## src/rvm_pkg.sv

```systemverilog
`default_nettype none
// ----------------------------------------------------------------------------
// rvm_pkg: shared types and constants for the instruction core
// Holds operation codes, fault codes, controller commands and sizes.
// ----------------------------------------------------------------------------
package rvm_pkg;

    localparam int MEM_DEPTH     = 4096;
    localparam int MEM_AW        = $clog2(MEM_DEPTH);
    localparam int STACK_DEPTH   = 16;
    localparam int STACK_AW      = $clog2(STACK_DEPTH);
    localparam int SCREEN_WIDTH  = 64;
    localparam int SCREEN_HEIGHT = 32;
    localparam int ROW_AW        = $clog2(SCREEN_HEIGHT);

    typedef enum logic [1:0] {
        OP_EXEC  = 2'd0,
        OP_WRITE = 2'd1,
        OP_TICK  = 2'd2,
        OP_READ  = 2'd3
    } op_t;

    typedef enum logic [1:0] {
        FAULT_NONE  = 2'd0,
        FAULT_OPC   = 2'd1,
        FAULT_OVER  = 2'd2,
        FAULT_UNDER = 2'd3
    } fault_t;

    // Multi-cycle datapath jobs
    typedef enum logic [2:0] {
        JOB_NONE  = 3'd0,
        JOB_CLEAR = 3'd1,
        JOB_DRAW  = 3'd2,
        JOB_BCD   = 3'd3,
        JOB_SAVE  = 3'd4,
        JOB_LOAD  = 3'd5
    } job_t;

    // Controller to datapath
    typedef struct packed {
        logic launch;   // capture item and run the part done at launch
        logic step;     // run one step of the current job
        logic finish;   // commit job end and register result
    } dp_cmd_t;

    // Datapath to controller
    typedef struct packed {
        job_t job;      // job chosen by the launched item
        logic last;     // current step is the final one
    } dp_stat_t;

endpackage
`default_nettype wire

```

## src/rvm_ctrl.sv

```systemverilog
`default_nettype none
// ----------------------------------------------------------------------------
// rvm_ctrl: sequencing state machine
// Accepts an item, steps the datapath job (if any) until its last step, then
// commits and strobes the result.
// ----------------------------------------------------------------------------
module rvm_ctrl (
    input  wire logic              clk,
    input  wire logic              rst_n,
    input  wire logic              start,
    output logic                   busy,
    output rvm_pkg::dp_cmd_t       cmd,
    input  wire rvm_pkg::dp_stat_t stat
);

    typedef enum logic [2:0] {
        S_IDLE = 3'b001,
        S_RUN  = 3'b010,
        S_DONE = 3'b100
    } state_t;

    state_t state_reg, state_next;

    // Next state and commands
    always_comb
    begin
        state_next = state_reg;
        cmd        = '0;
        case (state_reg)
            S_IDLE:
            begin
                if (start) begin
                    cmd.launch = 1'b1;
                    if (stat.job == rvm_pkg::JOB_NONE) cmd.finish = 1'b1;
                    else state_next = S_RUN;
                end
            end
            S_RUN:
            begin
                cmd.step = 1'b1;
                if (stat.last) state_next = S_DONE;
            end
            S_DONE:
            begin
                cmd.finish = 1'b1;
                state_next = S_IDLE;
            end
            default: state_next = S_IDLE;
        endcase
    end

    always_ff @(posedge clk or negedge rst_n)
    begin
        if (!rst_n) state_reg <= S_IDLE;
        else state_reg <= state_next;
    end

    assign busy = (state_reg != S_IDLE);

endmodule
`default_nettype wire

```

## config.mk

```make
export PLATFORM = sky130hd
export DESIGN_NAME = rvm_ctrl
export DESIGN_NICKNAME = d
export VERILOG_FILES = /design/src/rvm_pkg.sv /design/src/rvm_ctrl.sv
export SDC_FILE = /design/constraint.sdc
export NUM_CORES = 1
export LEC_CHECK = 0
export BUFFER_PORTS_ARGS = -buffer_cell sky130_fd_sc_hd__buf_2
export CAP_MARGIN = 40
export CORE_AREA = 2 2 39 41
export CTS_BUF_LIST = sky130_fd_sc_hd__clkbuf_8
export CTS_CLUSTER_DIAMETER = 30
export DETAILED_ROUTE_END_ITERATION = 10
export DIE_AREA = 0 0 41 43
export GPL_TIMING_DRIVEN = 0
export HOLD_SLACK_MARGIN = 0.06
export SLEW_MARGIN = 20
export SYNTH_ARGS = -nofsm -noshare
export SYNTH_HDL_FRONTEND = slang
export SYNTH_SLANG_ARGS = --single-unit
```

## constraint.sdc

```tcl
create_clock -name clk -period 1.55 [get_ports clk]
set_input_delay 0.155 -clock clk [delete_from_list [all_inputs] [get_ports clk]]
set_output_delay 0.155 -clock clk [all_outputs]
set_load 0.01 [all_outputs]
```

==> flow_summary.toml <==
[timing]
final.min_clock_period_ps = 1652
setup_tns_ps = -102.3
fin_ws_ps = -102.3
hold_viol = 0
slew_violations = 0
tightest_slew_ps = 394.5
max_freq_ghz = 0.6052
slew_headroom_pct = 73.64
finClkSkew_ps = 0.2723
period_share_pct = 106.6
setup_viol = 1
rsz0062_at_grt = "yes"

[grt]
grt_pass1_wl_um = 531
grt_pass1_vias = 136
grt_max_degree = 5
grt_use_total_pct = 5.131
overflow = 0
antenna_found_initial = 0

[yosys]
syn_nets = 21
yosysSeqAreaShare_pct = 47.29
synth_top_area_cell = "dfrtp_1"
synth.area.top_cells = "dfrtp_1 31%, dfstp_2 16%, o32ai_2 10%"
ys_ff_latch = 3
syn_avg_cell_area_sq_um = 11.53
syn_inst = 14
netlist_area_sq_um = 161.4
yosysUniqueCellTypes = 12
synth_warnings = 0
yosysTopAreaCellShare_pct = 31.01

[setup_path]
cpPeakStageDelay_ps = 510
cp_max_fo = 2
r2r_start = "state_reg[0]"
crit_required_ps = 1390
end_kind = "primary output"
r2r_slack_ps = 460
critPathArrivalTime_ps = 1500
crit_type = "reg2out"
cpMaxStageDelayCell = "dfstp_2"
start_kind = "flip-flop"
path_cells = "or3b_4 -> o32ai_2 -> buf_2"
timing.rr.end = "state_reg[1]"
reg2reg_depth = 3

[final_layout]
mostFrequentLayoutCells = "10 x buf_2, 3 x inv_1, 3 x clkbuf_8"
drive_gt1_share_pct = 60.00
fillers = 157
fin_area_sq_um = 296.5
finalNetCount = 38
antenna_cells = 0
area_growth_syn_to_layout_pct = 83.72
layout_commonest_cell = "buf_2"
largest_register_ffs = 3

[routing]
wl_per_cell_um = 7.717
drt_iter0_drc = 0
drc = 0
dr.pass1.iters = 1
vias_per_cell = 3.370
drt-total-wl_um = 355
final_antenna_net_count = 0
vias = 155

[die]
rows = 14
die_w_um = 41
die_area_sq_um = 1763
start_util_pct = 11.66
die_height_um = 43
core_sq_um = 1384
io_pins = 11

[placement]
port_buffers = 10
place.gp.congestion = 0.6739
placed_area_sq_um = 231.5

[job]
cap_viol_max_count = 0

[power]
p_int_w = 0.0003910
p_comb_share_pct = 34.5
switching_share_pct = 26.81
power_w = 0.0005342
leakage_nw = 0.1497
powerDensity_nw_per_um2 = 1802
ir_drop_uv = 388.5
power_frac_seq_pct = 24.7
power.net_switching_w = 0.0001432
p_clk_share_pct = 40.8

[hold_path]
holdPathEnd = "state_reg[2]"
min_path_type = "in2reg"
hold_start = "stat[0]"
holdPathStages = 2

[clock_network]
cts-root-buf = "clkbuf_8"
clk_pin_slew_ps = 30
clk_path_buf_depth = 2
numClockSinks = 3
clk_latency_ps = 210
numCtsBuffers = 3
cts_tree = "yes"
htree_levels = 1

[run_status]
violations = "setup timing"
status = "complete, but fails checks"
==> metrics by stage <==
step,util (%),setup WS [ps],std cells,hold slack [ps]
after floorplan,-,130.4,14,-140.6
after global placement,16.73,105.5,40,-49.36
after detailed placement,16.73,87.87,40,-49.30
after CTS,21.43,-117.9,46,176.6
after global routing,21.43,-134.3,46,187.5
final,21.43,-102.3,46,176.4
==> worst max-delay path, delay by kind of cell (launching register included) <==
family                 cells  cell delay [ps]
AO/OA/AOI/OAI              1              230
buffers and inverters      1              160
flip-flops                 1              510
AND/OR/NAND/NOR            1              370
==> worst max-delay path by stage <==
stage	endpoint	startpoint	slack, ps
6_report	cmd[0]	state_reg[0]	-100
5_1_grt	cmd[0]	state_reg[0]	-130
4_1_cts	cmd[0]	state_reg[0]	-120
3_5_place_dp	cmd[0]	state_reg[0]	90
3_3_place_gp	cmd[0]	state_reg[0]	110
2_1_floorplan	cmd[0]	state_reg[0]	130
==> final cells by class <==
class	instances	area, sq um	area share [%]
repair buffers	12	67.56	22.78
flip-flops and latches	3	76.32	25.74
inverters	2	7.507	2.532
multi-input cells	9	80.08	27.00
clock inverters	1	3.754	1.266
clock buffers	3	41.29	13.92
well taps	16	20.02	6.751
==> layer usage <==
layer	vias up	GRT usage (%)	part of all wire, %
li1	83	-	-
met5	-	0	0
met4	0	6.000	0
met2	8	5.938	46
met1	64	5.502	42
met3	0	3.141	12
==> power groups by stage <==
stage | registers, W | logic [W] | clock network (W)
floorplan | 0.000131 | 0.0000971 | 0
global placement | 0.000134 | 0.000145 | 0
detailed placement | 0.000136 | 0.000147 | 0
CTS | 0.000132 | 0.000187 | 0.000222
global route | 0.000135 | 0.000202 | 0.000237
finish | 0.000132 | 0.000184 | 0.000218
==> Yosys cell counts <==
| library cell | count |
|---|---|
| nor3b_1 | 1 |
| and4bb_2 | 1 |
| dfstp_2 | 1 |
| or3b_1 | 1 |
| a21oi_1 | 1 |
| o32ai_2 | 1 |
| a22o_1 | 1 |
| dfrtp_1 | 2 |
| and2_1 | 1 |
| nand2b_1 | 1 |
| or3_1 | 1 |
| inv_1 | 2 |
==> cells by family (layout without fill, tap and decap cells) <==
logic type,Yosys count,in the layout,synth area share [%]
AND/OR/NAND/NOR,6,6,29.47
AO/OA/AOI/OAI,3,3,18.61
flip-flops,3,3,47.29
buffers and inverters,2,18,4.653
==> timing repair <==
item / 4_1_cts / 5_1_grt
setup endpoints to repair: 1 / 1
cloned: 0 / 0
buffers inserted: 1 / 0
hold buffers: 1 / 0
hold endpoints to repair: 3 / 0
resized for setup: 1 / 0
No activity file was read; power rests on OpenSTA's default activity.
